===== config.mk =====
export PLATFORM = sky130hd
export DESIGN_NAME = retry_backoff_gate_unit
export DESIGN_NICKNAME = d
export VERILOG_FILES = /design/src/rtl/core/rbg_pkg.sv /design/src/rtl/core/rbg_mod_unit.sv /design/src/rtl/core/retry_backoff_gate_unit.sv
export VERILOG_INCLUDE_DIRS = /design/src /design/src/rtl/core
export SDC_FILE = /design/constraint.sdc
export NUM_CORES = 1
export LEC_CHECK = 0
export ABC_AREA = 1
export BUFFER_PORTS_ARGS = -buffer_cell sky130_fd_sc_hd__buf_4
export CORE_UTILIZATION = 47
export CTS_BUF_LIST = sky130_fd_sc_hd__clkbuf_8 sky130_fd_sc_hd__clkbuf_16
export CTS_CLUSTER_DIAMETER = 30
export CTS_CLUSTER_SIZE = 10
export DETAILED_ROUTE_END_ITERATION = 8
export PLACE_DENSITY = 0.66
export SLEW_MARGIN = 20
export SYNTH_ARGS = -nofsm -noshare
export SYNTH_HDL_FRONTEND = slang
export SYNTH_HIERARCHICAL = 1
export SYNTH_SLANG_ARGS = --single-unit

===== constraint.sdc =====
create_clock -name clk -period 8.25 [get_ports clk]
set_input_delay 0 -clock clk [delete_from_list [all_inputs] [get_ports clk]]
set_output_delay 0 -clock clk [all_outputs]
set_load 0.02 [all_outputs]

===== src/rtl/core/assert_macros.svh =====
// ----------------------------------------------------------------------------
// Assertion macros
// Concurrent assertion wrappers, empty when SYNTHESIS is defined.
// ----------------------------------------------------------------------------
`ifndef ASSERT_MACROS_SVH
`define ASSERT_MACROS_SVH

`ifndef SYNTHESIS
// Plain property, checked on every rising edge outside reset.
`define RBG_ASSERT(lbl, clk, rstn, prop) \
    lbl: assert property (@(posedge clk) disable iff (!rstn) (prop)) \
        else $error("assertion failed");
// Same-cycle implication.
`define RBG_ASSERT_IMPLY(lbl, clk, rstn, ante, cons) \
    lbl: assert property (@(posedge clk) disable iff (!rstn) (ante) |-> (cons)) \
        else $error("assertion failed");
// Next-cycle implication.
`define RBG_ASSERT_NEXT(lbl, clk, rstn, ante, cons) \
    lbl: assert property (@(posedge clk) disable iff (!rstn) (ante) |=> (cons)) \
        else $error("assertion failed");
`else
`define RBG_ASSERT(lbl, clk, rstn, prop)
`define RBG_ASSERT_IMPLY(lbl, clk, rstn, ante, cons)
`define RBG_ASSERT_NEXT(lbl, clk, rstn, ante, cons)
`endif

`endif


===== src/rtl/core/rbg_pkg.sv =====
// ----------------------------------------------------------------------------
// Retry backoff gate package
// Widths, codes and request/result types shared by the gate's modules.
// ----------------------------------------------------------------------------
package rbg_pkg;

    localparam int TIME_BITS     = 48;
    localparam int GATE_W        = TIME_BITS + 1;
    localparam int DLY_W         = 32;
    localparam int ERR_W         = 16;
    localparam int CFG_IDX_W     = 3;
    localparam int SHIFT_CAP_DEF = 20;

    typedef enum logic [1:0] {
        ACT_RESET = 2'd0,
        ACT_QUERY = 2'd1,
        ACT_SCHED = 2'd2
    } rbg_action_t;

    typedef enum logic [CFG_IDX_W-1:0] {
        CFG_MODE   = 3'd0,
        CFG_BASE   = 3'd1,
        CFG_MAX    = 3'd2,
        CFG_JITTER = 3'd3,
        CFG_BUDGET = 3'd4
    } rbg_cfg_idx_t;

    typedef struct packed {
        logic [1:0]           action;
        logic [TIME_BITS-1:0] now_ms;
        logic [ERR_W-1:0]     error_code;
    } rbg_req_t;

    typedef struct packed {
        logic              may_run;
        logic              status;
        logic [DLY_W-1:0]  delay_out;
        logic [GATE_W-1:0] gate_time;
        logic [DLY_W-1:0]  attempt_count;
        logic [ERR_W-1:0]  last_error;
    } rbg_rsp_t;

    // Handshake between the gate controller and the remainder unit.
    typedef struct packed {
        logic start;
    } rbg_div_ctl_t;

    typedef struct packed {
        logic busy;
    } rbg_div_stat_t;

endpackage


===== src/rtl/core/rbg_mod_unit.sv =====
// ----------------------------------------------------------------------------
// Bit-serial remainder unit
// Restoring division, one dividend bit per cycle; keeps the remainder only.
// ----------------------------------------------------------------------------
module rbg_mod_unit
    import rbg_pkg::*;
(
    input  logic                 clk,
    input  logic                 rst_n,
    input  rbg_div_ctl_t         ctl,
    input  logic [TIME_BITS-1:0] dividend,
    input  logic [DLY_W:0]       divisor,
    output rbg_div_stat_t        stat,
    output logic [DLY_W-1:0]     remainder
);

    localparam int CNT_W = $clog2(TIME_BITS + 1);

    logic [CNT_W-1:0]     cnt_reg, cnt_next;
    logic [TIME_BITS-1:0] num_reg, num_next;
    logic [DLY_W:0]       den_reg, den_next;
    logic [DLY_W:0]       rem_reg, rem_next;
    logic [DLY_W+1:0]     trial;
    logic [DLY_W+1:0]     diff;

    assign trial = {rem_reg, num_reg[TIME_BITS-1]};
    assign diff  = trial - {1'b0, den_reg};

    always_comb
    begin
        cnt_next = cnt_reg;
        num_next = num_reg;
        den_next = den_reg;
        rem_next = rem_reg;
        if (ctl.start)
        begin
            cnt_next = CNT_W'(TIME_BITS);
            num_next = dividend;
            den_next = divisor;
            rem_next = '0;
        end
        else if (cnt_reg != '0)
        begin
            // shift in the next dividend bit, subtract when it fits
            cnt_next = cnt_reg - CNT_W'(1);
            num_next = {num_reg[TIME_BITS-2:0], 1'b0};
            if (trial >= {1'b0, den_reg})
                rem_next = diff[DLY_W:0];
            else
                rem_next = trial[DLY_W:0];
        end
    end

    always_ff @(posedge clk or negedge rst_n)
    begin
        if (!rst_n)
            cnt_reg <= '0;
        else
            cnt_reg <= cnt_next;
    end

    always_ff @(posedge clk)
    begin
        num_reg <= num_next;
        den_reg <= den_next;
        rem_reg <= rem_next;
    end

    // remainder is below the divisor, which never exceeds 2^32
    assign remainder = rem_reg[DLY_W-1:0];
    assign stat.busy = (cnt_reg != '0);

endmodule


===== src/rtl/core/retry_backoff_gate_unit.sv =====
// ----------------------------------------------------------------------------
// Retry backoff gate
// Attempt counter, earliest-run gate and last error with backoff and jitter.
// ----------------------------------------------------------------------------
// One request is processed at a time. Its run is paced by the jitter remainder
// now_ms mod (jitter_max + 1), which the remainder unit resolves one dividend
// bit per cycle. The exponential shift of the base delay runs one bit per
// cycle in parallel with that loop. After it come the states for the first
// ceiling, the jitter add with the second ceiling, the gate sum and budget
// check, and the commit. A result sits in an output register, so a new
// request is taken while the previous result still waits; the block only
// stalls its commit when the output register is still full. Configuration
// writes land at once and are expected only while the block is idle.
`include "assert_macros.svh"

module retry_backoff_gate_unit
    import rbg_pkg::*;
#(
    parameter int SHIFT_CAP = SHIFT_CAP_DEF
)
(
    input  logic                 clk,
    input  logic                 rst_n,
    // configuration write port
    input  logic                 cfg_wr_en,
    input  logic [CFG_IDX_W-1:0] cfg_index,
    input  logic [DLY_W-1:0]     cfg_data,
    // request channel
    input  logic                 in_valid,
    output logic                 in_ready,
    input  rbg_req_t             in_data,
    // result channel
    output logic                 out_valid,
    input  logic                 out_ready,
    output rbg_rsp_t             out_data
);

    localparam int SH_W = $clog2(SHIFT_CAP + 1);

    typedef enum logic [5:0] {
        S_IDLE = 6'b000001,
        S_RUN  = 6'b000010,
        S_CAP  = 6'b000100,
        S_JIT  = 6'b001000,
        S_GATE = 6'b010000,
        S_DONE = 6'b100000
    } rbg_state_t;

    // configuration registers
    logic             backoff_mode_reg;
    logic [DLY_W-1:0] base_delay_reg;
    logic [DLY_W-1:0] max_delay_reg;
    logic [DLY_W-1:0] jitter_max_reg;
    logic [DLY_W-1:0] attempt_budget_reg;

    // architectural state
    logic [DLY_W-1:0]  attempts_reg, attempts_next;
    logic [GATE_W-1:0] earliest_reg, earliest_next;
    logic [ERR_W-1:0]  last_err_reg, last_err_next;

    // control
    rbg_state_t state_reg, state_next;
    logic       out_valid_reg, out_valid_next;

    // per-request working registers
    logic [1:0]           act_reg, act_next;
    logic [TIME_BITS-1:0] now_reg, now_next;
    logic [ERR_W-1:0]     err_reg, err_next;
    logic [DLY_W-1:0]     delay_reg, delay_next;
    logic [SH_W-1:0]      shift_reg, shift_next;
    logic [GATE_W-1:0]    gate_cand_reg, gate_cand_next;
    logic                 budget_hit_reg, budget_hit_next;
    rbg_rsp_t             out_data_reg, out_data_next;

    // remainder unit
    rbg_div_ctl_t     div_ctl;
    rbg_div_stat_t    div_stat;
    logic [DLY_W-1:0] jitter_rem;

    // datapath helpers
    logic [DLY_W-1:0]  count_sel;
    logic [SH_W-1:0]   shift_amt;
    logic [DLY_W:0]    jit_sum;
    logic [DLY_W-1:0]  jit_sat;
    logic              commit;
    logic              status_new;
    logic              may_run_new;

    function automatic logic [DLY_W-1:0] apply_ceiling(
        input logic [DLY_W-1:0] d,
        input logic [DLY_W-1:0] ceil_val
    );
        if (ceil_val != '0 && d > ceil_val)
            return ceil_val;
        return d;
    endfunction

    // ------------------------------------------------------------------
    // Configuration writes; indexes past the list are dropped.
    // ------------------------------------------------------------------
    always_ff @(posedge clk or negedge rst_n)
    begin
        if (!rst_n)
        begin
            backoff_mode_reg   <= 1'b0;
            base_delay_reg     <= '0;
            max_delay_reg      <= '0;
            jitter_max_reg     <= '0;
            attempt_budget_reg <= '0;
        end
        else if (cfg_wr_en)
        begin
            case (cfg_index)
                CFG_MODE:   backoff_mode_reg   <= cfg_data[0];
                CFG_BASE:   base_delay_reg     <= cfg_data;
                CFG_MAX:    max_delay_reg      <= cfg_data;
                CFG_JITTER: jitter_max_reg     <= cfg_data;
                CFG_BUDGET: attempt_budget_reg <= cfg_data;
                default:    ;
            endcase
        end
    end

    // ------------------------------------------------------------------
    // Jitter remainder: now_ms mod (jitter_max + 1). A zero jitter limit
    // divides by one, so the remainder is zero and no special case is needed.
    // ------------------------------------------------------------------
    assign div_ctl.start = (state_reg == S_IDLE) && in_valid;

    rbg_mod_unit u_mod (
        .clk       (clk),
        .rst_n     (rst_n),
        .ctl       (div_ctl),
        .dividend  (in_data.now_ms),
        .divisor   ({1'b0, jitter_max_reg} + {{DLY_W{1'b0}}, 1'b1}),
        .stat      (div_stat),
        .remainder (jitter_rem)
    );

    // A reset request computes its delay for attempt count zero.
    assign count_sel = (in_data.action == ACT_RESET) ? '0 : attempts_reg;
    assign shift_amt = (count_sel > DLY_W'(SHIFT_CAP)) ? SH_W'(SHIFT_CAP)
                                                       : count_sel[SH_W-1:0];

    // Saturating jitter add.
    assign jit_sum = {1'b0, delay_reg} + {1'b0, jitter_rem};
    assign jit_sat = jit_sum[DLY_W] ? '1 : jit_sum[DLY_W-1:0];

    assign in_ready = (state_reg == S_IDLE);
    assign commit   = (state_reg == S_DONE) && (!out_valid_reg || out_ready);

    // ------------------------------------------------------------------
    // State update at commit, from the latched action.
    // ------------------------------------------------------------------
    always_comb
    begin
        attempts_next = attempts_reg;
        earliest_next = earliest_reg;
        last_err_next = last_err_reg;
        status_new    = 1'b0;
        unique case (act_reg)
            ACT_RESET:
            begin
                attempts_next = '0;
                earliest_next = '0;
                last_err_next = '0;
            end
            ACT_SCHED:
            begin
                last_err_next = err_reg;
                if (budget_hit_reg)
                    status_new = 1'b1;
                else
                begin
                    // counter wraps on overflow
                    attempts_next = attempts_reg + DLY_W'(1);
                    earliest_next = gate_cand_reg;
                end
            end
            default:
                ;   // query, and the unused code, leave state alone
        endcase
        if (!commit)
        begin
            attempts_next = attempts_reg;
            earliest_next = earliest_reg;
            last_err_next = last_err_reg;
        end
    end

    assign may_run_new = ({1'b0, now_reg} >= earliest_next);

    // ------------------------------------------------------------------
    // Sequencer
    // ------------------------------------------------------------------
    always_comb
    begin
        state_next      = state_reg;
        out_valid_next  = out_valid_reg;
        act_next        = act_reg;
        now_next        = now_reg;
        err_next        = err_reg;
        delay_next      = delay_reg;
        shift_next      = shift_reg;
        gate_cand_next  = gate_cand_reg;
        budget_hit_next = budget_hit_reg;
        out_data_next   = out_data_reg;

        if (out_valid_reg && out_ready)
            out_valid_next = 1'b0;

        unique case (state_reg)
            S_IDLE:
            begin
                if (in_valid)
                begin
                    // latch the request, seed the delay with the floored base
                    act_next   = in_data.action;
                    now_next   = in_data.now_ms;
                    err_next   = in_data.error_code;
                    delay_next = (base_delay_reg == '0) ? DLY_W'(1) : base_delay_reg;
                    shift_next = backoff_mode_reg ? shift_amt : '0;
                    state_next = S_RUN;
                end
            end
            S_RUN:
            begin
                // one doubling per cycle; any bit shifted out saturates
                if (shift_reg != '0)
                begin
                    delay_next = delay_reg[DLY_W-1] ? '1 : {delay_reg[DLY_W-2:0], 1'b0};
                    shift_next = shift_reg - SH_W'(1);
                end
                else if (!div_stat.busy)
                    state_next = S_CAP;
            end
            S_CAP:
            begin
                delay_next = apply_ceiling(delay_reg, max_delay_reg);
                state_next = S_JIT;
            end
            S_JIT:
            begin
                delay_next = apply_ceiling(jit_sat, max_delay_reg);
                state_next = S_GATE;
            end
            S_GATE:
            begin
                gate_cand_next  = {1'b0, now_reg} + {{(GATE_W-DLY_W){1'b0}}, delay_reg};
                budget_hit_next = (attempt_budget_reg != '0) &&
                                  (attempts_reg >= attempt_budget_reg);
                state_next      = S_DONE;
            end
            S_DONE:
            begin
                // hold until the output register is free
                if (commit)
                begin
                    out_data_next.may_run       = may_run_new;
                    out_data_next.status        = status_new;
                    out_data_next.delay_out     = delay_reg;
                    out_data_next.gate_time     = earliest_next;
                    out_data_next.attempt_count = attempts_next;
                    out_data_next.last_error    = last_err_next;
                    out_valid_next              = 1'b1;
                    state_next                  = S_IDLE;
                end
            end
            default:
                state_next = S_IDLE;
        endcase
    end

    always_ff @(posedge clk or negedge rst_n)
    begin
        if (!rst_n)
        begin
            state_reg     <= S_IDLE;
            out_valid_reg <= 1'b0;
            attempts_reg  <= '0;
            earliest_reg  <= '0;
            last_err_reg  <= '0;
        end
        else
        begin
            state_reg     <= state_next;
            out_valid_reg <= out_valid_next;
            attempts_reg  <= attempts_next;
            earliest_reg  <= earliest_next;
            last_err_reg  <= last_err_next;
        end
    end

    always_ff @(posedge clk)
    begin
        act_reg        <= act_next;
        now_reg        <= now_next;
        err_reg        <= err_next;
        delay_reg      <= delay_next;
        shift_reg      <= shift_next;
        gate_cand_reg  <= gate_cand_next;
        budget_hit_reg <= budget_hit_next;
        out_data_reg   <= out_data_next;
    end

    assign out_valid = out_valid_reg;
    assign out_data  = out_data_reg;

    // ------------------------------------------------------------------
    // Assertions
    // ------------------------------------------------------------------
    // the remainder unit is never restarted mid-run
    `RBG_ASSERT_IMPLY(a_idle_div_free, clk, rst_n, in_ready, !div_stat.busy)
    // a commit always leaves a fresh result and an idle sequencer
    `RBG_ASSERT_NEXT(a_commit_result, clk, rst_n, commit, out_valid_reg && state_reg == S_IDLE)
    // the attempt count only steps by one or clears
    `RBG_ASSERT(a_attempt_step, clk, rst_n, attempts_reg == $past(attempts_reg) || attempts_reg == $past(attempts_reg) + DLY_W'(1) || attempts_reg == '0)
    // the final delay respects a nonzero ceiling
    `RBG_ASSERT_IMPLY(a_delay_ceiling, clk, rst_n, state_reg == S_DONE && max_delay_reg != '0, delay_reg <= max_delay_reg)

endmodule


==> results of run 1 <==
[final cells by class]
| class | count | share of cell area, % |
|---|---|---|
| flip-flops and latches | 637 | 37.8 |
| multi-input cells | 2962 | 35.0 |
| clock buffers | 152 | 7.85 |
| repair buffers | 420 | 7.65 |
| inverters | 764 | 6.15 |
| well taps | 1050 | 2.82 |
| clock inverters | 107 | 2.80 |
[cell families after synthesis]
kind of cell	after synthesis	share of synthesized area (%)
AOI/OAI and AO/OA	578	9.00
buffers and inverters	892	9.62
DFF	637	47.0
and+or+nand+nor	2018	23.3
adders and majority gates	249	8.38
xor gates and xnor gates	117	2.74
[power by group through the flow]
stage	Clock [mW]	Combinational, mW	Sequential, mW
after floorplan	0	6.32	4.74
after global placement	0	8.49	5.09
after detailed placement	0	8.53	5.11
after CTS	5.81	8.66	5.06
after global routing	5.98	9.91	5.11
final	5.75	8.87	5.07
[synth_stat cells, types with 11 or more instances]
library cell / number / area (um^2)
o22ai_2: 20 / 250
nor4_1: 28 / 175
nand2_2: 11 / 68.8
o21ai_1: 20 / 100
xnor2_1: 48 / 420
inv_1: 718 / 2700
dfrtp_1: 238 / 5960
edfxtp_1: 365 / 11000
xor2_1: 69 / 604
nor2_4: 12 / 135
nor2_1: 321 / 1200
nand4_1: 83 / 519
a21oi_1: 208 / 1040
dfxtp_1: 33 / 661
nor3_1: 52 / 260
clkbuf_1: 61 / 229
o22ai_1: 30 / 188
nand3_1: 276 / 1380
ha_1: 246 / 3080
o21ai_0: 199 / 996
o21bai_1: 11 / 82.6
a21o_1: 19 / 143
buf_4: 39 / 293
a31oi_1: 12 / 75.1
nand2_1: 1175 / 4410
buf_2: 14 / 70.1
inv_2: 44 / 165
a221oi_1: 26 / 228
[worst max path at each step]
stage               depth (start not counted)  slack (ns)                     start                        endpoint
floorplan                                   7        0.73  state_reg[5]$_DFFE_PN0P_  u_mod/num_reg[0]$_SDFFCE_PN0P_
global placement                           25        3.32    delay_reg[0]$_DFFE_PP_          delay_reg[9]$_DFFE_PP_
detailed placement                         25        3.28    delay_reg[0]$_DFFE_PP_         delay_reg[11]$_DFFE_PP_
CTS                                        25        3.21    delay_reg[0]$_DFFE_PP_         delay_reg[18]$_DFFE_PP_
global route                               29        2.68    delay_reg[0]$_DFFE_PP_         delay_reg[31]$_DFFE_PP_
finish                                     26        3.15    delay_reg[0]$_DFFE_PP_         delay_reg[31]$_DFFE_PP_
[metrics by stage]
step / total power [mW] / area (um^2)
2_1_floorplan: 11.1 / 37500
3_3_place_gp: 13.6 / 40100
3_5_place_dp: 13.6 / 40100
4_1_cts: 19.5 / 46600
5_1_grt: 21.0 / 46600
6_report: 19.7 / 46600
[metal layers]
metal | up-vias | part of all wire (%) | global-route usage (%)
li1 | 15700 | - | -
met5 | - | 0.019 | 0
met2 | 1269 | 44 | 45.4
met4 | 4 | 4.0 | 12.7
met3 | 239 | 8.2 | 5.68
met1 | 15100 | 44 | 41.3
[worst reg2reg max path: cells and delay by family, from the launching register on]
| kind | cells | cell delay (ns) |
|---|---|---|
| simple gates | 18 | 2.12 |
| fa+ha+maj | 3 | 1.08 |
| buf+inv | 3 | 0.76 |
| flops | 1 | 0.60 |
| compound gates | 2 | 0.26 |
[what timing repair did]
| action | CTS | global route |
|---|---|---|
| setup buffers | 0 | 0 |
| hold buffers | 150 | 0 |
| hold endpoints to repair | 389 | 0 |
==> metrics.md, run 1 <==
| Metric | Value |
|---|---|
| Outcome | finished clean |
| Post-Layout Cell Count | slightly above 6,000 |
| Row count | just over 100 |
| CTS tree | done |
| Net load switching power | between 8 and 9 mW |
| Sequential cell area | around 18,000 um^2 |
| WP data arrival | 5.53 ns |
| Worst hold margin | 0.0265 ns |
| Largest net degree at the start of global routing | 142 |
| Combinational power share | around 45% |
| First-pass GRT wire length | 183 mm |
| R2r endpoint | delay_reg[31]$_DFFE_PP_ |
| Vias | ~32,000 |
| Slowest cell on crit path | edfxtp_1 |
| Synth warn | 6 |
| Worst slew pin tran | about 1.0 ns |
| Via-to-Cell Ratio | 5.31 |
| Most frequent cells in the layout | 1,174 x nand2_1, 735 x inv_1, 365 x edfxtp_1 |
| WHS Endpoint | now_reg[34]$_DFFE_PP_ |
| CP Capture Type | flip-flop |
| Net Sw Frac | 43.7% |
| PD cells | between 400 and 500 nW/um^2 |
| Clock Pin Slew Worst Setup and Hold Paths | approximately 0.050 ns |
| Share of cells above drive strength 1 | roughly an eighth |
| Setup TNS Final | 0 ns |
| Fin util | about three fifths |
| Setup Skew | between 0.03 and 0.04 ns |
| Internal power | around 11 mW |
| Worst hold start | in_data[50] |
| Synthesized flop and latch total | approximately 640 |
| Max reg flops | ~130 |
| Final setup violating endpoints | 0 |
| Fmax | between 150 and 200 MHz |
| Antenna violations before repair | 6 |
| Initial core utilization | 47.5% |
| Critical path launch point type | flip-flop |
| Final Max Slew Viols | 0 |
| Filler instances | 6,928 |
| Synth cell types | between 60 and 70 |
| GR Util All Layers | 29.7% |
| Htree depth | 4 |
| Final ANT Viol Nets | 0 |
| CTS buffer count | between 100 and 150 |
| Cell total after placement | approximately 5,700 |
| Fin crit share | 61.9% |
| Slowest Stage Delay on Critical Path | 0.60 ns |
| Leading cell type in the layout, fill and taps excluded | nand2_1 |
| Mapped Nets | approximately 4,800 |
| Total grt overflow | 0 |
| Bufs and invs on worst path | 3 |
| Register share of total power | roughly 26% |
| Critical R2R Launch | delay_reg[0]$_DFFE_PP_ |
| R2R cell count | 26 |
| RD Place Congestion | approximately 1 |
| Width of the die | 284 um |
| R2R setup slack | between 3 and 4 ns |
| IO Port Bufs | ~240 |
| Crit-path leading delay family | simple AND/OR/NAND/NOR gates |
| Max-slew headroom | 32.4% |
| Router iterations before antenna repair | 6 |
| Hold crit path type | in -> reg |
| Net count reported at finish | 5,279 |
| Final WS setup | about 3.1 ns |
| Max-Cap Viols | 0 |
| Clock Tree Buf Depth | 3 |
| Die area | ~81,000 um^2 |
| Mapped Area | about 37,000 um^2 |
| Wire per inst | 19.9 um |
| Minimum clock period | between 5 and 6 ns |
| DR DRC count | 0 |
| Most used DFF post-synth | edfxtp_1 |
| Multi-input gate area | 16,300 um^2 |
| Most common cell on crit path | nand2_1 |
| Root Driver | clkbuf_16 |
| Drt total wl | 121 mm |
| Post-DP HPWL | 88.6 mm |
| P&R area growth vs syn | 24.4% |
| Clk sinks | between 600 and 700 |
| Mapped Cells | about 4,500 |
| Worst-path maximum fanout | 32 |
| Pre-CTS setup slack | 3.28 ns |
| Post-synth EDFFs | 365 |
| Total core area | slightly below 80,000 um^2 |
| Final hold vios | 0 |
| # IOs | between 200 and 250 |
| Worst EP required | just under 9 ns |
| Skew-Pair Late Insertion Delay | 0.72 ns |
| Antenna cells | 0 |
| Vias in the first global route | 31,000 |
| Die height | about 280 um |
| Setup repair after global routing missed its margin | no |
| Initial DRC Count | ~3,200 |
| Leak | roughly 23 nW |
| Clk pwr share | 29.2% |
| Sequential-to-total area share from yosys stat | roughly 47% |
| Hold-critical path depth | 2 |
| Syn avg cell area | 8.34 um^2 |
| Post-CTS resize count | 0 |
| FFs w/ async S/R, synth | ~38% |
| WS Path Type | reg -> reg |
| Peak supply drop | ~0.34 mV |
(Power assumes the default switching activity.)
==> inputs of run 2 (changes only) <==
- PLACE_DENSITY: 0.66 -> 0.69
- clock period: 8.25 -> 4.2 ns (I/O delays scaled with it)
==> run 2 against run 1 <==
Against the previous run:
- combinational power is 120% higher
- critical path depth is 8 lower
- die area stayed put
- utilization is 1.0 points higher
- critical endpoint is now out_data[130]$_DFFE_PP_
- cell count is 1.2% higher
- count of clock-buffer cells in the layout is 2 lower
- sequential power is 90% higher
- design area is 1.8% higher
==> metrics.md, run 2 (same netlist as run 1, synthesis figures left out) <==
| Metric | Value |
|---|---|
| Crit-path leading delay family | simple AND/OR/NAND/NOR gates |
| Htree depth | 4 |
| Post-DP HPWL | between 90 and 100 mm |
| Net count reported at finish | around 5,400 |
| WS Path Type | reg -> reg |
| Final Max Slew Viols | 0 |
| Setup repair after global routing missed its margin | no |
| Final setup violating endpoints | 0 |
| Setup Skew | a little over 0.04 ns |
| Critical path launch point type | flip-flop |
| Antenna violations before repair | 6 |
| Bufs and invs on worst path | 5 |
| Fmax | around 250 MHz |
| Max reg flops | between 100 and 150 |
| Root Driver | clkbuf_16 |
| Total grt overflow | 0 |
| Most common cell on crit path | nand2_1 |
| Hold-critical path depth | 2 |
| Hold crit path type | in -> reg |
| Leading cell type in the layout, fill and taps excluded | nand2_1 |
| Slowest cell on crit path | dfrtp_1 |
| RD Place Congestion | between 0.9 and 1 |
| Vias in the first global route | between 30,000 and 40,000 |
| Cell count along the critical path | 18 |
| Wire per inst | a little over 20 um |
| Worst EP required | between 4 and 5 ns |
| Outcome | finished clean |
| Register share of total power | 24.0% |
| Slowest Stage Delay on Critical Path | about 0.39 ns |
| Clk sinks | ~640 |
| CTS buffer count | 140 |
| R2R setup slack | between 0.2 and 0.25 ns |
| Clock Pin Slew Worst Setup and Hold Paths | 0.05 ns |
| Worst hold margin | between 0.02 and 0.03 ns |
| Via-to-Cell Ratio | roughly 5.3 |
| Initial DRC Count | between 3,000 and 4,000 |
| PD cells | 846 nW/um^2 |
| Skew-Pair Late Insertion Delay | approximately 0.74 ns |
| IO Port Bufs | 238 |
| Clk pwr share | 28.5% |
| GR Util All Layers | between 30% and 40% |
| Peak supply drop | around 0.62 mV |
| # IOs | about 240 |
| Vias | around 33,000 |
| Net load switching power | 17.7 mW |
| Internal power | around 22 mW |
| CP Capture Type | flip-flop |
| Width of the die | 284 um |
| Total core area | 78,900 um^2 |
| Critical-path cell list | inv_1 > nand2_1 > nor3_4 > nand2_4 > nor2_4 > inv_2 > nand2_2 > buf_12 > buf_4 > o22ai_1 > inv_1 > ha_1 > a21oi_1 > o21ai_0 > a21oi_1 > nand2_1 > nand2_1 > nand4_1 |
| Net Sw Frac | ~44% |
| Most frequent cells in the layout | 1,172 x nand2_1, 728 x inv_1, 365 x edfxtp_1 |
| WP data arrival | approximately 4.4 ns |
| Minimum clock period | just under 4 ns |
| R2R cell count | 18 |
| Die height | between 200 and 300 um |
| Final hold vios | 0 |
| P&R area growth vs syn | 26.6% |
| Max-Cap Viols | 0 |
| Max-slew headroom | about a third |
| Drt total wl | about 120 mm |
| Initial core utilization | a little under half |
| Filler instances | between 6,000 and 7,000 |
| Die area | 80,800 um^2 |
| Router iterations before antenna repair | 6 |
| Leak | 23.1 nW |
| Fin crit share | 94.3% |
| Row count | just over 100 |
| Clock Tree Buf Depth | 3 |
| Worst slew pin tran | just under 1 ns |
| First-pass GRT wire length | ~190 mm |
| CTS tree | done |
| Combinational power share | 47.5% |
| Largest net degree at the start of global routing | around 150 |
| Final ANT Viol Nets | 0 |
| Setup TNS Final | 0 ns |
| Worst-path maximum fanout | 28 |
| Share of cells above drive strength 1 | 14.3% |
| DR DRC count | 0 |
run 2: area by class of cell:
| cell class | instances | area, um^2 | area share (%) |
|---|---|---|---|
| inverters | 764 | 2870 | 6.04 |
| multi-input cells | 2962 | 16400 | 34.5 |
| clock inverters | 109 | 1380 | 2.91 |
| clock buffers | 150 | 3660 | 7.72 |
| well taps | 1050 | 1310 | 2.77 |
| flip-flops and latches | 637 | 17600 | 37.1 |
| repair buffers | 494 | 4250 | 8.96 |
| diodes | 1 | 2.50 | 0.00527 |
run 2: power by group through the flow:
stage	clock network [mW]	registers (mW)	logic (mW)
after floorplan	0	9.28	12.4
after global placement	0	9.65	18.1
after detailed placement	0	9.69	18.2
after CTS	11.5	9.60	18.5
after global routing	11.9	9.72	21.1
final	11.5	9.63	19.1
run 2: path summary, 6_finish.rpt:
check / startpoint / end
max reg2reg: state_reg[4]$_DFFE_PN0P_ / out_data[130]$_DFFE_PP_
min in group asynchronous: rst_n / attempts_reg[21]$_DFF_PN0_
min reg2reg: u_mod/rem_reg[32]$_SDFFE_PP0P_ / u_mod/rem_reg[32]$_SDFFE_PP0P_
min: in_data[34] / now_reg[18]$_DFFE_PP_
max: state_reg[4]$_DFFE_PN0P_ / out_data[130]$_DFFE_PP_
max in group asynchronous: rst_n / last_err_reg[11]$_DFF_PN0_
run 2: repair_timing:
item,CTS,global route
buffers inserted,0,2
setup endpoints to repair,0,32
endpoints found under the hold margin,380,0
resized for setup,0,18
hold buffers,161,0
run 2: metrics by stage:
stage	util, %	total power [mW]	setup WS [ns]	area, um^2	instances
after floorplan	-	21.7	0.147	37500	4491
after global placement	51.6	27.8	0.245	40700	5744
after detailed placement	51.6	27.8	0.0795	40700	5744
after CTS	60.0	39.6	0.0589	47300	6164
after global routing	60.1	42.7	0.0116	47400	6166
final	60.1	40.2	0.241	47400	6167
run 2: routing by layer:
layer	up-vias	track usage, %	wire, um
li1	15800	-	-
met1	15500	43.6	56000
met2	1295	46.1	54100
met3	232	5.20	9260
met4	4	12.4	4640
met5	-	0	23
